==> src/jsed_pkg.sv <==
// ----------------------------------------------------------------------------
// jsed_pkg
// types, codes and constants shared by the jis/sjis to euc decoder modules
// ----------------------------------------------------------------------------
`default_nettype none

package jsed_pkg;

   // queue between the front and back parts
   localparam int QUEUE_DEPTH = 2;
   localparam int QUEUE_PTR_W = $clog2(QUEUE_DEPTH);
   localparam int QUEUE_CNT_W = $clog2(QUEUE_DEPTH + 1);

   // character codes
   localparam logic [7:0] CHAR_ESC      = 8'h1b;
   localparam logic [7:0] CHAR_LF       = 8'h0a;
   localparam logic [7:0] CHAR_DOLLAR   = 8'h24;
   localparam logic [7:0] CHAR_PAREN    = 8'h28;
   localparam logic [7:0] CHAR_QUESTION = 8'h3f;
   localparam logic [7:0] CHAR_SPACE    = 8'h20;
   localparam logic [7:0] HIGH_BIT      = 8'h80;
   localparam logic [7:0] KANA_LOW      = 8'ha0;
   localparam logic [7:0] SJIS_HIGH     = 8'he0;

   // kanji range limits
   localparam logic [15:0] EUC_BAD_CODE  = 16'ha2a3;
   localparam logic [15:0] EUC_MIN       = 16'ha100;
   localparam logic [15:0] EUC_GAP_LOW   = 16'ha900;
   localparam logic [15:0] EUC_GAP_HIGH  = 16'hafff;
   localparam logic [15:0] EUC_LIMIT     = 16'hf500;
   localparam logic [15:0] EUC_PAIR_MASK = 16'h8080;

   // result status codes
   localparam logic [1:0] STATUS_OK      = 2'd0;
   localparam logic [1:0] STATUS_BAD_ESC = 2'd1;
   localparam logic [1:0] STATUS_KANA    = 2'd2;

   // input code register values
   localparam logic INPUT_JIS_EUC = 1'b0;

   typedef enum logic [1:0] {
      MODE_ASCII  = 2'd0,
      MODE_KFIRST = 2'd1,
      MODE_KANJI  = 2'd2,
      MODE_APAIR  = 2'd3
   } mode_type;

   typedef enum logic [1:0] {
      ESC_NONE    = 2'd0,
      ESC_SEEN    = 2'd1,
      ESC_SWALLOW = 2'd2
   } esc_type;

   typedef enum logic [1:0] {
      CMD_SINGLE    = 2'd0,
      CMD_EUC_PAIR  = 2'd1,
      CMD_SJIS_PAIR = 2'd2
   } cmd_kind_type;

   // one queued command from front to back
   typedef struct packed {
      cmd_kind_type kind;
      logic [7:0]   hi_byte;
      logic [7:0]   lo_byte;
      logic         line_end;
      logic [1:0]   status;
   } cmd_type;

endpackage

`default_nettype wire

==> src/jsed_front.sv <==
// ----------------------------------------------------------------------------
// jsed_front
// accepts input bytes, tracks escape and kanji mode, issues commands
// ----------------------------------------------------------------------------
`default_nettype none

module jsed_front
   import jsed_pkg::*;
(
   input  wire logic       clock,
   input  wire logic       reset,
   input  wire logic       req_fire,
   input  wire logic [7:0] req_byte,
   input  wire logic       input_code,
   output logic            push,
   output cmd_type         push_cmd
);

   mode_type   mode_ff, mode_in;
   esc_type    esc_ff, esc_in;
   logic [7:0] pend_ff, pend_in;
   logic       pair_start;

   // high byte that opens a pair in ascii mode
   always_comb begin
      if (input_code == INPUT_JIS_EUC) begin
         pair_start = req_byte[7];
      end else begin
         pair_start = (req_byte >= SJIS_HIGH) || (req_byte[7] && (req_byte < KANA_LOW));
      end
   end

   // next state
   always_comb begin
      mode_in = mode_ff;
      esc_in  = esc_ff;
      pend_in = pend_ff;
      if (req_fire) begin
         case (esc_ff)
            ESC_SEEN: begin
               if (req_byte == CHAR_DOLLAR) begin
                  mode_in = MODE_KANJI;
                  esc_in  = ESC_SWALLOW;
               end else if (req_byte == CHAR_PAREN) begin
                  mode_in = MODE_ASCII;
                  esc_in  = ESC_SWALLOW;
               end else begin
                  esc_in = ESC_NONE;
               end
            end
            ESC_SWALLOW: begin
               esc_in = ESC_NONE;
            end
            default: begin
               esc_in = ESC_NONE;
               if (req_byte != CHAR_LF) begin
                  case (mode_ff)
                     MODE_ASCII: begin
                        if (req_byte == CHAR_ESC) begin
                           esc_in = ESC_SEEN;
                        end else if (pair_start) begin
                           pend_in = req_byte;
                           mode_in = MODE_APAIR;
                        end
                     end
                     MODE_KFIRST: begin
                        mode_in = MODE_KANJI;
                     end
                     MODE_KANJI: begin
                        if (req_byte == CHAR_ESC) begin
                           esc_in = ESC_SEEN;
                        end else if (req_byte >= CHAR_SPACE) begin
                           pend_in = req_byte;
                           mode_in = MODE_KFIRST;
                        end
                     end
                     default: begin
                        mode_in = MODE_ASCII;
                     end
                  endcase
               end
            end
         endcase
      end
   end

   // command issue
   always_comb begin
      push              = 1'b0;
      push_cmd.kind     = CMD_SINGLE;
      push_cmd.hi_byte  = pend_ff;
      push_cmd.lo_byte  = req_byte;
      push_cmd.line_end = 1'b0;
      push_cmd.status   = STATUS_OK;
      if (req_fire) begin
         case (esc_ff)
            ESC_SEEN: begin
               if ((req_byte != CHAR_DOLLAR) && (req_byte != CHAR_PAREN)) begin
                  push             = 1'b1;
                  push_cmd.lo_byte = 8'h00;
                  push_cmd.status  = STATUS_BAD_ESC;
               end
            end
            ESC_SWALLOW: begin
               push = 1'b0;
            end
            default: begin
               if (req_byte == CHAR_LF) begin
                  push              = 1'b1;
                  push_cmd.lo_byte  = 8'h00;
                  push_cmd.line_end = 1'b1;
               end else begin
                  case (mode_ff)
                     MODE_ASCII: begin
                        if ((req_byte != CHAR_ESC) && !pair_start) begin
                           push = 1'b1;
                           if (req_byte[7]) begin
                              push_cmd.lo_byte = CHAR_QUESTION;
                              push_cmd.status  = STATUS_KANA;
                           end
                        end
                     end
                     MODE_KFIRST: begin
                        push             = 1'b1;
                        push_cmd.kind    = CMD_EUC_PAIR;
                        push_cmd.hi_byte = pend_ff | HIGH_BIT;
                        push_cmd.lo_byte = req_byte | HIGH_BIT;
                     end
                     MODE_KANJI: begin
                        push = (req_byte != CHAR_ESC) && (req_byte < CHAR_SPACE);
                     end
                     default: begin
                        push = 1'b1;
                        if (input_code == INPUT_JIS_EUC) begin
                           push_cmd.kind = CMD_EUC_PAIR;
                        end else begin
                           push_cmd.kind = CMD_SJIS_PAIR;
                        end
                     end
                  endcase
               end
            end
         endcase
      end
   end

   always_ff @(posedge clock) begin
      if (reset) begin
         mode_ff <= MODE_ASCII;
         esc_ff  <= ESC_NONE;
         pend_ff <= 8'h00;
      end else begin
         mode_ff <= mode_in;
         esc_ff  <= esc_in;
         pend_ff <= pend_in;
      end
   end

endmodule

`default_nettype wire

==> src/jsed_queue.sv <==
// ----------------------------------------------------------------------------
// jsed_queue
// short command queue between the front and back parts
// ----------------------------------------------------------------------------
`default_nettype none

module jsed_queue
   import jsed_pkg::*;
(
   input  wire logic    clock,
   input  wire logic    reset,
   input  wire logic    push,
   input  wire cmd_type push_cmd,
   input  wire logic    pop,
   output logic         full,
   output logic         empty,
   output cmd_type      head_cmd
);

   cmd_type                  entry_ff [QUEUE_DEPTH];
   logic [QUEUE_PTR_W-1:0]   wr_ptr_ff, wr_ptr_in;
   logic [QUEUE_PTR_W-1:0]   rd_ptr_ff, rd_ptr_in;
   logic [QUEUE_CNT_W-1:0]   count_ff, count_in;

   assign full     = (count_ff == QUEUE_CNT_W'(QUEUE_DEPTH));
   assign empty    = (count_ff == '0);
   assign head_cmd = entry_ff[rd_ptr_ff];

   always_comb begin
      wr_ptr_in = wr_ptr_ff;
      rd_ptr_in = rd_ptr_ff;
      count_in  = count_ff;
      if (push) begin
         wr_ptr_in = (wr_ptr_ff == QUEUE_PTR_W'(QUEUE_DEPTH - 1)) ? '0 : wr_ptr_ff + 1'b1;
      end
      if (pop) begin
         rd_ptr_in = (rd_ptr_ff == QUEUE_PTR_W'(QUEUE_DEPTH - 1)) ? '0 : rd_ptr_ff + 1'b1;
      end
      if (push && !pop) begin
         count_in = count_ff + 1'b1;
      end else if (pop && !push) begin
         count_in = count_ff - 1'b1;
      end
   end

   always_ff @(posedge clock) begin
      if (reset) begin
         wr_ptr_ff <= '0;
         rd_ptr_ff <= '0;
         count_ff  <= '0;
      end else begin
         wr_ptr_ff <= wr_ptr_in;
         rd_ptr_ff <= rd_ptr_in;
         count_ff  <= count_in;
      end
   end

   always_ff @(posedge clock) begin
      if (push) begin
         entry_ff[wr_ptr_ff] <= push_cmd;
      end
   end

endmodule

`default_nettype wire

==> src/jsed_back.sv <==
// ----------------------------------------------------------------------------
// jsed_back
// converts queued commands into result bytes, one or two per command
// ----------------------------------------------------------------------------
`default_nettype none

module jsed_back
   import jsed_pkg::*;
(
   input  wire logic    clock,
   input  wire logic    reset,
   input  wire logic    empty,
   input  wire cmd_type head_cmd,
   output logic         pop,
   output logic         rsp_valid,
   input  wire logic    rsp_ready,
   output logic [7:0]   rsp_byte,
   output logic         rsp_line_end,
   output logic [1:0]   rsp_status,
   output logic         rsp_last
);

   logic        valid_ff, valid_in;
   logic        second_ff, second_in;
   logic [7:0]  lo_ff, lo_in;
   logic [7:0]  byte_ff, byte_in;
   logic        line_end_ff, line_end_in;
   logic [1:0]  status_ff, status_in;
   logic        last_ff, last_in;
   logic        out_free;
   logic [7:0]  sj_h, sj_hi, sj_lo;
   logic [15:0] raw_code, fixed_code;

   // shift jis pair to euc
   always_comb begin
      sj_h  = head_cmd.hi_byte - ((head_cmd.hi_byte >= KANA_LOW) ? 8'hc1 : 8'h81);
      sj_hi = {sj_h[6:0], 1'b0} + 8'h21;
      if (head_cmd.lo_byte >= 8'h9f) begin
         sj_hi = sj_hi + 8'h01;
         sj_lo = head_cmd.lo_byte - 8'h7e;
      end else if (head_cmd.lo_byte <= 8'h7e) begin
         sj_lo = head_cmd.lo_byte - 8'h1f;
      end else begin
         sj_lo = head_cmd.lo_byte - 8'h20;
      end
   end

   // kanji range check
   always_comb begin
      if (head_cmd.kind == CMD_SJIS_PAIR) begin
         raw_code = {sj_hi, sj_lo} | EUC_PAIR_MASK;
      end else begin
         raw_code = {head_cmd.hi_byte, head_cmd.lo_byte};
      end
      if ((raw_code < EUC_MIN) || ((raw_code >= EUC_GAP_LOW) && (raw_code <= EUC_GAP_HIGH))
          || (raw_code >= EUC_LIMIT)) begin
         fixed_code = EUC_BAD_CODE;
      end else begin
         fixed_code = raw_code;
      end
   end

   assign out_free = !valid_ff || rsp_ready;
   assign pop      = out_free && !second_ff && !empty;

   always_comb begin
      valid_in    = valid_ff && !rsp_ready;
      second_in   = second_ff;
      lo_in       = lo_ff;
      byte_in     = byte_ff;
      line_end_in = line_end_ff;
      status_in   = status_ff;
      last_in     = last_ff;
      if (out_free && second_ff) begin
         valid_in    = 1'b1;
         second_in   = 1'b0;
         byte_in     = lo_ff;
         line_end_in = 1'b0;
         status_in   = STATUS_OK;
         last_in     = 1'b1;
      end else if (pop) begin
         valid_in = 1'b1;
         if (head_cmd.kind == CMD_SINGLE) begin
            byte_in     = head_cmd.lo_byte;
            line_end_in = head_cmd.line_end;
            status_in   = head_cmd.status;
            last_in     = 1'b1;
         end else begin
            second_in   = 1'b1;
            lo_in       = fixed_code[7:0];
            byte_in     = fixed_code[15:8];
            line_end_in = 1'b0;
            status_in   = STATUS_OK;
            last_in     = 1'b0;
         end
      end
   end

   always_ff @(posedge clock) begin
      if (reset) begin
         valid_ff  <= 1'b0;
         second_ff <= 1'b0;
      end else begin
         valid_ff  <= valid_in;
         second_ff <= second_in;
      end
   end

   always_ff @(posedge clock) begin
      lo_ff       <= lo_in;
      byte_ff     <= byte_in;
      line_end_ff <= line_end_in;
      status_ff   <= status_in;
      last_ff     <= last_in;
   end

   assign rsp_valid    = valid_ff;
   assign rsp_byte     = byte_ff;
   assign rsp_line_end = line_end_ff;
   assign rsp_status   = status_ff;
   assign rsp_last     = last_ff;

endmodule

`default_nettype wire

==> src/jis_sjis_to_euc_decoder.sv <==
// ----------------------------------------------------------------------------
// jis_sjis_to_euc_decoder
// byte-serial iso-2022-jp / euc-jp or shift jis text to euc-jp decoder
// ----------------------------------------------------------------------------
//
//   channel  direction  handshake              payload
//   req      in         req_valid / req_ready  req_in_byte
//   rsp      out        rsp_valid / rsp_ready  rsp_out_byte, rsp_line_end,
//                                              rsp_status, rsp_last
//   csr      in         csr_valid / csr_ready  csr_input_code
//
// one input transaction per cycle while the command queue is not full; a byte
// that completes a pair yields two result transactions, set by the single output
// register, the second offered once the first is taken; the first result passes
// through a queue entry, then the output register
// synchronous active-high reset clears mode, escape state, queue and output
// req_ready drops only when the two-entry command queue is full, so the front
// keeps taking bytes while a result waits in the output register
//
`default_nettype none

module jis_sjis_to_euc_decoder
   import jsed_pkg::*;
(
   input  wire logic       clock,
   input  wire logic       reset,
   input  wire logic       req_valid,
   output logic            req_ready,
   input  wire logic [7:0] req_in_byte,
   output logic            rsp_valid,
   input  wire logic       rsp_ready,
   output logic [7:0]      rsp_out_byte,
   output logic            rsp_line_end,
   output logic [1:0]      rsp_status,
   output logic            rsp_last,
   input  wire logic       csr_valid,
   output logic            csr_ready,
   input  wire logic       csr_input_code
);

   logic    input_code_ff;  // 0 jis/euc, 1 shift jis
   logic    req_fire;
   logic    push, pop, full, empty;
   cmd_type push_cmd, head_cmd;

   // register writes always taken
   assign csr_ready = 1'b1;

   always_ff @(posedge clock) begin
      if (reset) begin
         input_code_ff <= INPUT_JIS_EUC;
      end else if (csr_valid) begin
         input_code_ff <= csr_input_code;
      end
   end

   // front accepts whenever the queue has room for a possible command
   assign req_ready = !full;
   assign req_fire  = req_valid && req_ready;

   jsed_front u_front (
      .clock      (clock),
      .reset      (reset),
      .req_fire   (req_fire),
      .req_byte   (req_in_byte),
      .input_code (input_code_ff),
      .push       (push),
      .push_cmd   (push_cmd)
   );

   // decouples classification from output stalls
   jsed_queue u_queue (
      .clock    (clock),
      .reset    (reset),
      .push     (push),
      .push_cmd (push_cmd),
      .pop      (pop),
      .full     (full),
      .empty    (empty),
      .head_cmd (head_cmd)
   );

   // pair conversion, range check and output register
   jsed_back u_back (
      .clock        (clock),
      .reset        (reset),
      .empty        (empty),
      .head_cmd     (head_cmd),
      .pop          (pop),
      .rsp_valid    (rsp_valid),
      .rsp_ready    (rsp_ready),
      .rsp_byte     (rsp_out_byte),
      .rsp_line_end (rsp_line_end),
      .rsp_status   (rsp_status),
      .rsp_last     (rsp_last)
   );

endmodule

`default_nettype wire

==> config.mk <==
export PLATFORM = sky130hd
export DESIGN_NAME = jis_sjis_to_euc_decoder
export DESIGN_NICKNAME = d
export VERILOG_FILES = /design/src/jsed_pkg.sv /design/src/jsed_front.sv /design/src/jsed_queue.sv /design/src/jsed_back.sv /design/src/jis_sjis_to_euc_decoder.sv
export SDC_FILE = /design/constraint.sdc
export NUM_CORES = 1
export LEC_CHECK = 0
export BUFFER_PORTS_ARGS = -buffer_cell sky130_fd_sc_hd__buf_4
export CORE_MARGIN = 2
export CORE_UTILIZATION = 29
export DETAILED_ROUTE_END_ITERATION = 8
export GPL_TIMING_DRIVEN = 0
export HOLD_SLACK_MARGIN = 0.03
export SYNTH_ARGS = -nofsm -noshare
export SYNTH_HDL_FRONTEND = slang
export SYNTH_HIERARCHICAL = 1
export SYNTH_SLANG_ARGS = --single-unit
export TNS_END_PERCENT = 1
==> constraint.sdc <==
create_clock -name clock -period 3.45 [get_ports clock]
set_input_delay 0.69 -clock clock [delete_from_list [all_inputs] [get_ports clock]]
set_output_delay 0.69 -clock clock [all_outputs]
set_load 0.01 [all_outputs]
# Word level (Yosys, flattened, before mapping)
# Memories as Yosys holds them, arrays and structs flattened. A register that Yosys moved wholly into a read port is not among the register bits.
# Index checks and enable logic that the tools add are counted.
dict set report op_classes {
  add_sub_neg 10
  n_lt_le_gt_ge 10
  eq_ne 23
  n_mux 68
  bitwise 4
  n_reduce_logical 38
}
# cell count
set op_table {}
lappend op_table {{$mux 8} 11}
lappend op_table {{$pmux 8 s2} 3}
lappend op_table {{$mux 2} 19}
lappend op_table {{$ge 16x16->1 const B} 2}
lappend op_table {{$mux 16} 2}
lappend op_table {{$mux 7} 4}
lappend op_table {{$mux 21} 1}
lappend op_table {{$mux 10} 2}
lappend op_table {{$mux 1} 19}
lappend op_table {{$eq 8x6->1 const B} 2}
lappend op_table {{$ge 8x8->1 const B} 2}
lappend op_table {{$le 16x16->1 const B} 1}
lappend op_table {{$lt 16x16->1 const B} 1}
lappend op_table {{$ne 8x6->1 const B} 2}
lappend op_table {{$pmux 2 s2} 4}
lappend op_table {{$reduce_and 8->1} 2}
lappend op_table {{$logic_and 1x1->1} 12}
lappend op_table {{$ne 3x1->1 const B} 3}
lappend op_table {{$eq 2x2->1 const B} 4}
lappend op_table {{$eq 8x4->1 const B} 1}
lappend op_table {{$eq 8x5->1 const B} 1}
lappend op_table {{$ge 8x6->1 const B} 1}
lappend op_table {{$le 8x7->1 const B} 1}
lappend op_table {{$logic_not 1->1} 8}
lappend op_table {{26 further kinds} 45}
dict set report word_totals {
  ff_bits 39
  ramBits 42
  in_bits 14
  memories 1
}
# memory depth word_bits rd rd_ports_with_merged_regs write_ports line_no
set mem_list {}
lappend mem_list {u_queue.entry_ff 2 21 1 1 1 jsed_queue.sv:20} ;# cmd_type entry_ff [QUEUE_DEPTH];

# Depth between registers and ports, before layout
# Gate-level depths: netlist (run 1).
dict set report logic_depth {
  word_depth 15
  depth_mapped 13
}

# By module
# The synthesis (run 1) kept the hierarchy.
# module n_inst cells_per_inst area_per_inst_um2 seq_area_each_um2
set by_module_without_submodules {}
lappend by_module_without_submodules {jsed_queue 1 87 1715.4 1361.3}
lappend by_module_without_submodules {jsed_back 1 198 1644.1 600.6}
lappend by_module_without_submodules {jsed_front 1 132 1048.5 240.2}
lappend by_module_without_submodules {jis_sjis_to_euc_decoder 1 7 55.1 20.0}

# Least setup slack after synthesis (run 1)
# No wires, ideal clock.
dict set report synth_path {
  path_type {input to register}
  from {input port req_in_byte[6]}
  to {memory u_queue/entry_ff[0][0] (netlist name), enable pin}
  setup_time_ns 0.401
  arrival_ns 2.710
  path_slack_ns 0.339
  stages 7
  path_buffers 1
  cell_sequence {buf_6 -> or2_1 -> a21oi_2 -> o21bai_1 -> o211ai_1 -> and3_1 -> nor2b_1}
}
dict set report synth_via {
  elab_chain_cells 13
  word_cells_on_any_way 22
  classes_between {order compare (3); eq/ne (4); mux (9); reduce/logical (6)}
}
# item line_no
set synth_lines {}
lappend synth_lines {{start, declared} jis_sjis_to_euc_decoder.sv:29} ;# input wire logic [7:0] req_in_byte,
lappend synth_lines {{$lt 8x8->1} jsed_front.sv:29} ;# pair_start = (req_byte >= SJIS_HIGH) || (req_byte[7] && (req_byte < KANA_LOW));
lappend synth_lines {{$logic_and 1x1->1} jsed_front.sv:29}
lappend synth_lines {{$logic_or 1x1->1} jsed_front.sv:29}
lappend synth_lines {{$mux 1} jsed_front.sv:26} ;# if (input_code == INPUT_JIS_EUC) begin
lappend synth_lines {{$logic_not 1->1} jsed_front.sv:115} ;# if ((req_byte != CHAR_ESC) && !pair_start) begin
lappend synth_lines {{$logic_and 1x1->1} jsed_front.sv:115}
lappend synth_lines {{$mux 1} jsed_front.sv:115}
lappend synth_lines {{$pmux 1 s2} jsed_front.sv:113} ;# case (mode_ff)
lappend synth_lines {{$mux 1} jsed_front.sv:108} ;# if (req_byte == CHAR_LF) begin
lappend synth_lines {{$pmux 1 s2 (*)} jsed_front.sv:96} ;# case (esc_ff)
lappend synth_lines {{$mux 1 (*)} jsed_front.sv:95} ;# if (req_fire) begin
lappend synth_lines {{net push} jis_sjis_to_euc_decoder.sv:43} ;# logic push, pop, full, empty;
lappend synth_lines {{$mux 1 (*)} jsed_queue.sv:59} ;# if (push) begin
lappend synth_lines {{$mux 1 (implied by the code) (*)} jsed_queue.sv:60} ;# entry_ff[wr_ptr_ff] <= push_cmd;
lappend synth_lines {{end, declared} jsed_queue.sv:20}
# Mark *: on every way through the listed nets, which the timed path passes. The rest lies on a longest branch.

==> results.cfg, run 1 <==
[run_status]
status = complete, no violations

[global_routing]
grt_usage_pct = 12.1
grt_max_degree = 22
grt-ovfl-total = 0
antenna_found_initial = 0
first_global_vias = 3127
grt_pass1_wl_um = 15600

[place]
post-place-ws_ns = -0.0454
routabilityCongestion = 0.862
placed_cell_area_mm2 = 0.00490
dp_hpwl_um = 7000
portBuffers = 25

[synthesis]
synth-main-ff-cell = edfxtp_1
synth.cell_area_mm2 = 0.00446
netlist_instances = 424
yosysSeqAreaShare_pct = 49.8
synth_top_cell_by_area = edfxtp_1
synth.distinct_cells = 74
yosysWarnings = 6
synth_top_cell_area_share_pct = 39.0
syn_nets = 445
syn_avg_cell_area_um2 = 10.5
synth_seq_cells = 82
synthTopCellsByArea = edfxtp_1 39%, dfxtp_1 11%, mux2_2 5.3%, a21oi_1 3.3%, nor2_1 2.8%
synth-edff-count = 58
synth-async-reset-ratio_pct = 0

[final_layout]
drive_gt1_share_pct = 24.4
final_nets = 484
area_delta_synth_final_pct = 17.7
stdcell_area_mm2 = 0.00525
diodes = 0

[clock_network]
cts_sinks = 82
cts_tree = yes
clock_latency_ns = 0.33
cts-root-buf = clkbuf_16
htree_levels = 3
cts-buffers-inserted = 9
postCtsHoldBufs = 0
cts.clk_slew.worst_paths_ns = 0.06
clock_path_buffers = 2

[floorplan]
core_mm2 = 0.0151
dieWidth_um = 128
fp-row-count = 45
dieArea_mm2 = 0.0164
pin_count = 29
initial_utilization_pct = 29.5
die_y_um = 128

[sta]
worst_slew_pin_slew_ns = 0.981
hold_viol = 0
finalSetupViolations = 0
period_share_pct = 94.8
postLayoutSetupSlackWorst_ns = 0.178
period_minus_slack_ns = 3.27
clock.fmax_mhz = 306
slew-limit-headroom_pct = 34.6
slew_viol_final = 0
fin_skew_ns = 0.00669

[power_and_ir_drop]
ir_drop_mv = 0.279
p_per_area_mw_per_mm2 = 806
leakage_nw = 1.88

[worst_setup_path]
worstPathRequired_ns = 3.53
cp.arrival_ns = 3.35
critPathCaptureType = flip-flop
crit_fanout = 10
start_kind = flip-flop
setup.worst_path.class = reg -> reg

[hold_path]
hp-class = reg -> reg

[routing]
drt_iter0_drc = 200
first_pass_iters = 4
ant_nets = 0
drc = 0
routed_wl_um = 9510
num_vias = 3236
routed_via_density = 4.93
wl_per_cell_um = 14.5

[job]
drv_cap = 0
## placed cells by master (no fill, tap or decap), drive strengths merged, types with 3 or more instances in the layout
cell type and instances:
clkinv 3, o21a 5, nor4b 3, nand2b 4, nand3b 5, nand2 32
o211ai 5, inv 14, nor2 35, a21oi 31, clkbuf 17, or3 8
nor2b 10, mux2 22, ha 7, a211oi 3, and2 4, o21ai 26
xor2 7, dfxtp 24, o31ai 3, nand3 19, edfxtp 58, and3 3
xnor2 12, nand4 3, buf 48, o22ai 4, a22oi 3, a21o 4
nor3 13
## cells in the mapped netlist, drive strengths merged (2+ instances only)
| library cell | n |
|---|---|
| a211oi | 3 |
| and2 | 4 |
| edfxtp | 58 |
| o21bai | 2 |
| dfxtp | 24 |
| nor4b | 3 |
| a21o | 4 |
| a31oi | 2 |
| o21a | 5 |
| xnor2 | 12 |
| ha | 7 |
| xor2 | 7 |
| inv | 12 |
| or3 | 8 |
| and3 | 3 |
| nor4bb | 2 |
| nor3 | 13 |
| o31ai | 3 |
| o311ai | 2 |
| clkbuf | 7 |
| a22oi | 3 |
| o22ai | 4 |
| nor3b | 2 |
| mux2 | 22 |
| o21ai | 26 |
| and3b | 2 |
| nand2 | 32 |
| or2 | 2 |
| o211ai | 5 |
| nor2b | 10 |
| buf | 20 |
| nand3b | 5 |
| nor2 | 35 |
| mux2i | 2 |
| nand3 | 19 |
| a21oi | 31 |
| nand2b | 4 |
| a211o | 2 |
| nand4 | 3 |
## layout make-up
cell class	count	area [µm²]
Fill cell	1482	9890
Tap cell	188	235
Buffer	27	173
Clock inverter	6	73.8
Clock buffer	10	229
Timing Repair Buffer	28	218
Sequential cell	82	2220
Inverter	12	45.0
Multi-Input combinational cell	303	2060
## repair_timing
action,CTS,global route
setup endpoints to repair,3,11
gates resized for setup,1,8
pin swaps,0,3
buffers inserted,0,2
## path summary, 6_finish.rpt
path	depth (start not counted)	end	start	slack [ns]
hold reg to reg	2	u_back/rsp_status[0]$_SDFFE_PP0P_	u_back/rsp_status[0]$_SDFFE_PP0P_	0.45
setup / recovery	12	u_back/lo_ff[5]$_SDFFCE_PP1P_	flip-flop	0.18
hold / removal	2	u_back/rsp_status[0]$_SDFFE_PP0P_	u_back/rsp_status[0]$_SDFFE_PP0P_	0.45
setup reg to reg	12	u_back/lo_ff[5]$_SDFFCE_PP1P_	flip-flop	0.18
## cells by family after synthesis
logic type,share of synthesized area [%]
compound gates,14.9
xor+xnor,3.73
fa+ha+maj,1.96
buf+inv,4.77
flops,49.8
mux,6.08
other cells,0.0840
simple gates,18.7
## sequential cells by signal, summed over array words and instances, names as in the netlist, named ones only
register / cells
u_back/rsp_status: 2
input_code_ff: 1
u_queue/entry_ff: 42
u_queue/wr_ptr_ff: 1
u_front/esc_ff: 2
u_back/rsp_last: 1
u_back/second_ff: 1
u_front/mode_ff: 2
u_back/rsp_valid: 1
u_queue/rd_ptr_ff: 1
u_back/rsp_byte: 8
u_queue/count_ff: 2
u_back/lo_ff: 8
u_back/rsp_line_end: 1
u_front/pend_ff: 8
## metrics by stage
step	setup TNS [ns]	power, mW	util (%)	hold slack [ns]	std cells
floorplan	0	2.74	-	0.449	424
global placement	-6.55	3.18	32.3	0.450	637
detailed placement	-0.106	3.23	32.4	0.447	638
CTS	0	4.22	34.4	0.454	654
global route	-0.00425	4.52	34.7	0.496	656
finish	0	4.23	34.7	0.455	656
## worst max-delay path: stages (launching register included)
cell,delay [ns]
dfxtp_1,0.36
buf_4,0.21
mux2_2,0.43
inv_1,0.11
ha_1,0.21
nor3b_2,0.20
xnor2_1,0.20
nor3b_1,0.13
or3_4,0.41
nor2_2,0.12
a22oi_2,0.09
buf_6,0.16
or3_1,0.37
## power by group
part	internal, mW	switching (mW)	total (mW)
sequential	1.34	0.0770	1.42
combinational	0.769	1.08	1.85
clock	0.570	0.398	0.968
total	2.68	1.55	4.23
## routing by layer
metal | GRT usage [%] | up-vias | share of wire [%]
met4 | 4.01 | 0 | 1.3
met5 | 0 | - | 0
met3 | 3.30 | 7 | 3.2
met1 | 15.7 | 1542 | 47
met2 | 19.8 | 54 | 48
li1 | - | 1633 | -
Power figures use the tool's default switching activity.
==> run 2, diff against run 1 <==
clock period = 3.85 ns   (was 3.45 ns; I/O delays follow)
==> results.cfg, run 2 (synthesized netlist as in run 1, its figures left out) <==
[run_status]
status = complete, no violations

[power_and_ir_drop]
leakage_nw = 1.86
power_mw = 3.75
p_per_area_mw_per_mm2 = 720
ir_drop_mv = 0.249

[job]
drv_cap = 0

[sta]
hold_viol = 0
finalSetupViolations = 0
grt_setup_unrepaired = no
period_minus_slack_ns = 3.51
finalSetupTns_ns = 0
fin_skew_ns = 0.00704
period_share_pct = 91.2
slew_viol_final = 0
worst_slew_pin_slew_ns = 0.975
slew-limit-headroom_pct = 35.0
clock.fmax_mhz = 285

[clock_network]
cts.clk_slew.worst_paths_ns = 0.06
post_cts_resized = 0
post_cts_buffers = 0
clock_path_buffers = 2
cts-root-buf = clkbuf_16
cts_sinks = 82
cts-buffers-inserted = 9
postCtsHoldBufs = 0
htree_levels = 3
clock_latency_ns = 0.33
cts_tree = yes

[worst_setup_path]
crit_fanout = 10
path_cells = buf_2 -> mux2_2 -> ha_1 -> and4_1 -> o31ai_2 -> nor2_1 -> xor2_1 -> o21ai_1 -> nand2b_1 -> a22oi_2 -> buf_6 -> or3_1
setup.worst_path.class = reg -> reg
start_kind = flip-flop
worstPathRequired_ns = 3.92
slowest_delay_ns = 0.44
cp.arrival_ns = 3.58
cp_slowest_cell = mux2_2
critPathCaptureType = flip-flop

[hold_path]
hp-class = reg -> reg

[global_routing]
antenna_found_initial = 0
first_global_vias = 3123
grt-ovfl-total = 0
grt_max_degree = 22
grt_pass1_wl_um = 15600
grt_usage_pct = 12.1

[place]
routabilityCongestion = 0.862
dp_hpwl_um = 7000
portBuffers = 25
placed_cell_area_mm2 = 0.00490

[floorplan]
core_mm2 = 0.0151
initial_utilization_pct = 29.5
dieWidth_um = 128
pin_count = 29
fp-row-count = 45
dieArea_mm2 = 0.0164
die_y_um = 128

[final_layout]
area_delta_synth_final_pct = 16.7
final_cell_mix = 58 x edfxtp_1, 34 x buf_4, 33 x nor2_1
drive_gt1_share_pct = 23.2
largest_reg_flops = 42
regMostFlops = u_queue/entry_ff
diodes = 0
stdcell_area_mm2 = 0.00521
final_nets = 482
layout_commonest_cell = edfxtp_1

[routing]
routed_wl_um = 9500
first_pass_iters = 5
wl_per_cell_um = 14.5
drt_iter0_drc = 191
routed_via_density = 4.98
num_vias = 3254
ant_nets = 0
drc = 0
run 2: worst paths after layout:
kind                            slack (ns)  cells after the start                               from                                end
worst max-delay path                  0.34                     12                          flip-flop      u_back/lo_ff[5]$_SDFFCE_PP1P_
worst min-delay path                  0.45                      2  u_back/rsp_status[0]$_SDFFE_PP0P_  u_back/rsp_status[0]$_SDFFE_PP0P_
worst min register to register        0.45                      2  u_back/rsp_status[0]$_SDFFE_PP0P_  u_back/rsp_status[0]$_SDFFE_PP0P_
worst max register to register        0.34                     12                          flip-flop      u_back/lo_ff[5]$_SDFFCE_PP1P_
run 2: metrics by stage:
step                      setup slack [ns]  utilization, %  hold slack [ns]  instances
after floorplan                      0.659               -            0.449        424
after global placement             0.00730            32.3            0.450        637
after detailed placement             0.355            32.4            0.447        638
after CTS                            0.328            34.4            0.454        654
after global routing                 0.119            34.4            0.496        654
final                                0.340            34.4            0.455        654
run 2: area by class of cell:
cell class / instances / area [µm²]
Fill cell: 1486 / 9940
Tap cell: 188 / 235
Inverter: 12 / 45.0
Clock buffer: 10 / 229
Clock inverter: 6 / 73.8
Multi-Input combinational cell: 303 / 2030
Sequential cell: 82 / 2220
Timing Repair Buffer: 26 / 203
Buffer: 27 / 168
run 2: layer usage:
layer | GRT usage, % | part of all wire (%)
met3 | 3.30 | 4.0
met5 | 0 | 0
met1 | 15.7 | 47
met4 | 4.01 | 1.3
met2 | 19.7 | 48
run 2: worst max-delay path, delay by kind of cell, from the launching register on:
| kind | cells | cell delay (ns) |
|---|---|---|
| XOR/XNOR | 1 | 0.16 |
| flip-flops | 1 | 0.35 |
| multiplexers | 1 | 0.44 |
| AO/OA/AOI/OAI | 3 | 0.73 |
| AND/OR/NAND/NOR | 4 | 0.88 |
| buffers and inverters | 2 | 0.45 |
| adder cells (fa/ha/maj) | 1 | 0.26 |
run 2: power by group:
part           switching, mW  total (mW)  internal [mW]
sequential            0.0682        1.27           1.20
clock                  0.359       0.870          0.511
combinational          0.949        1.61          0.660
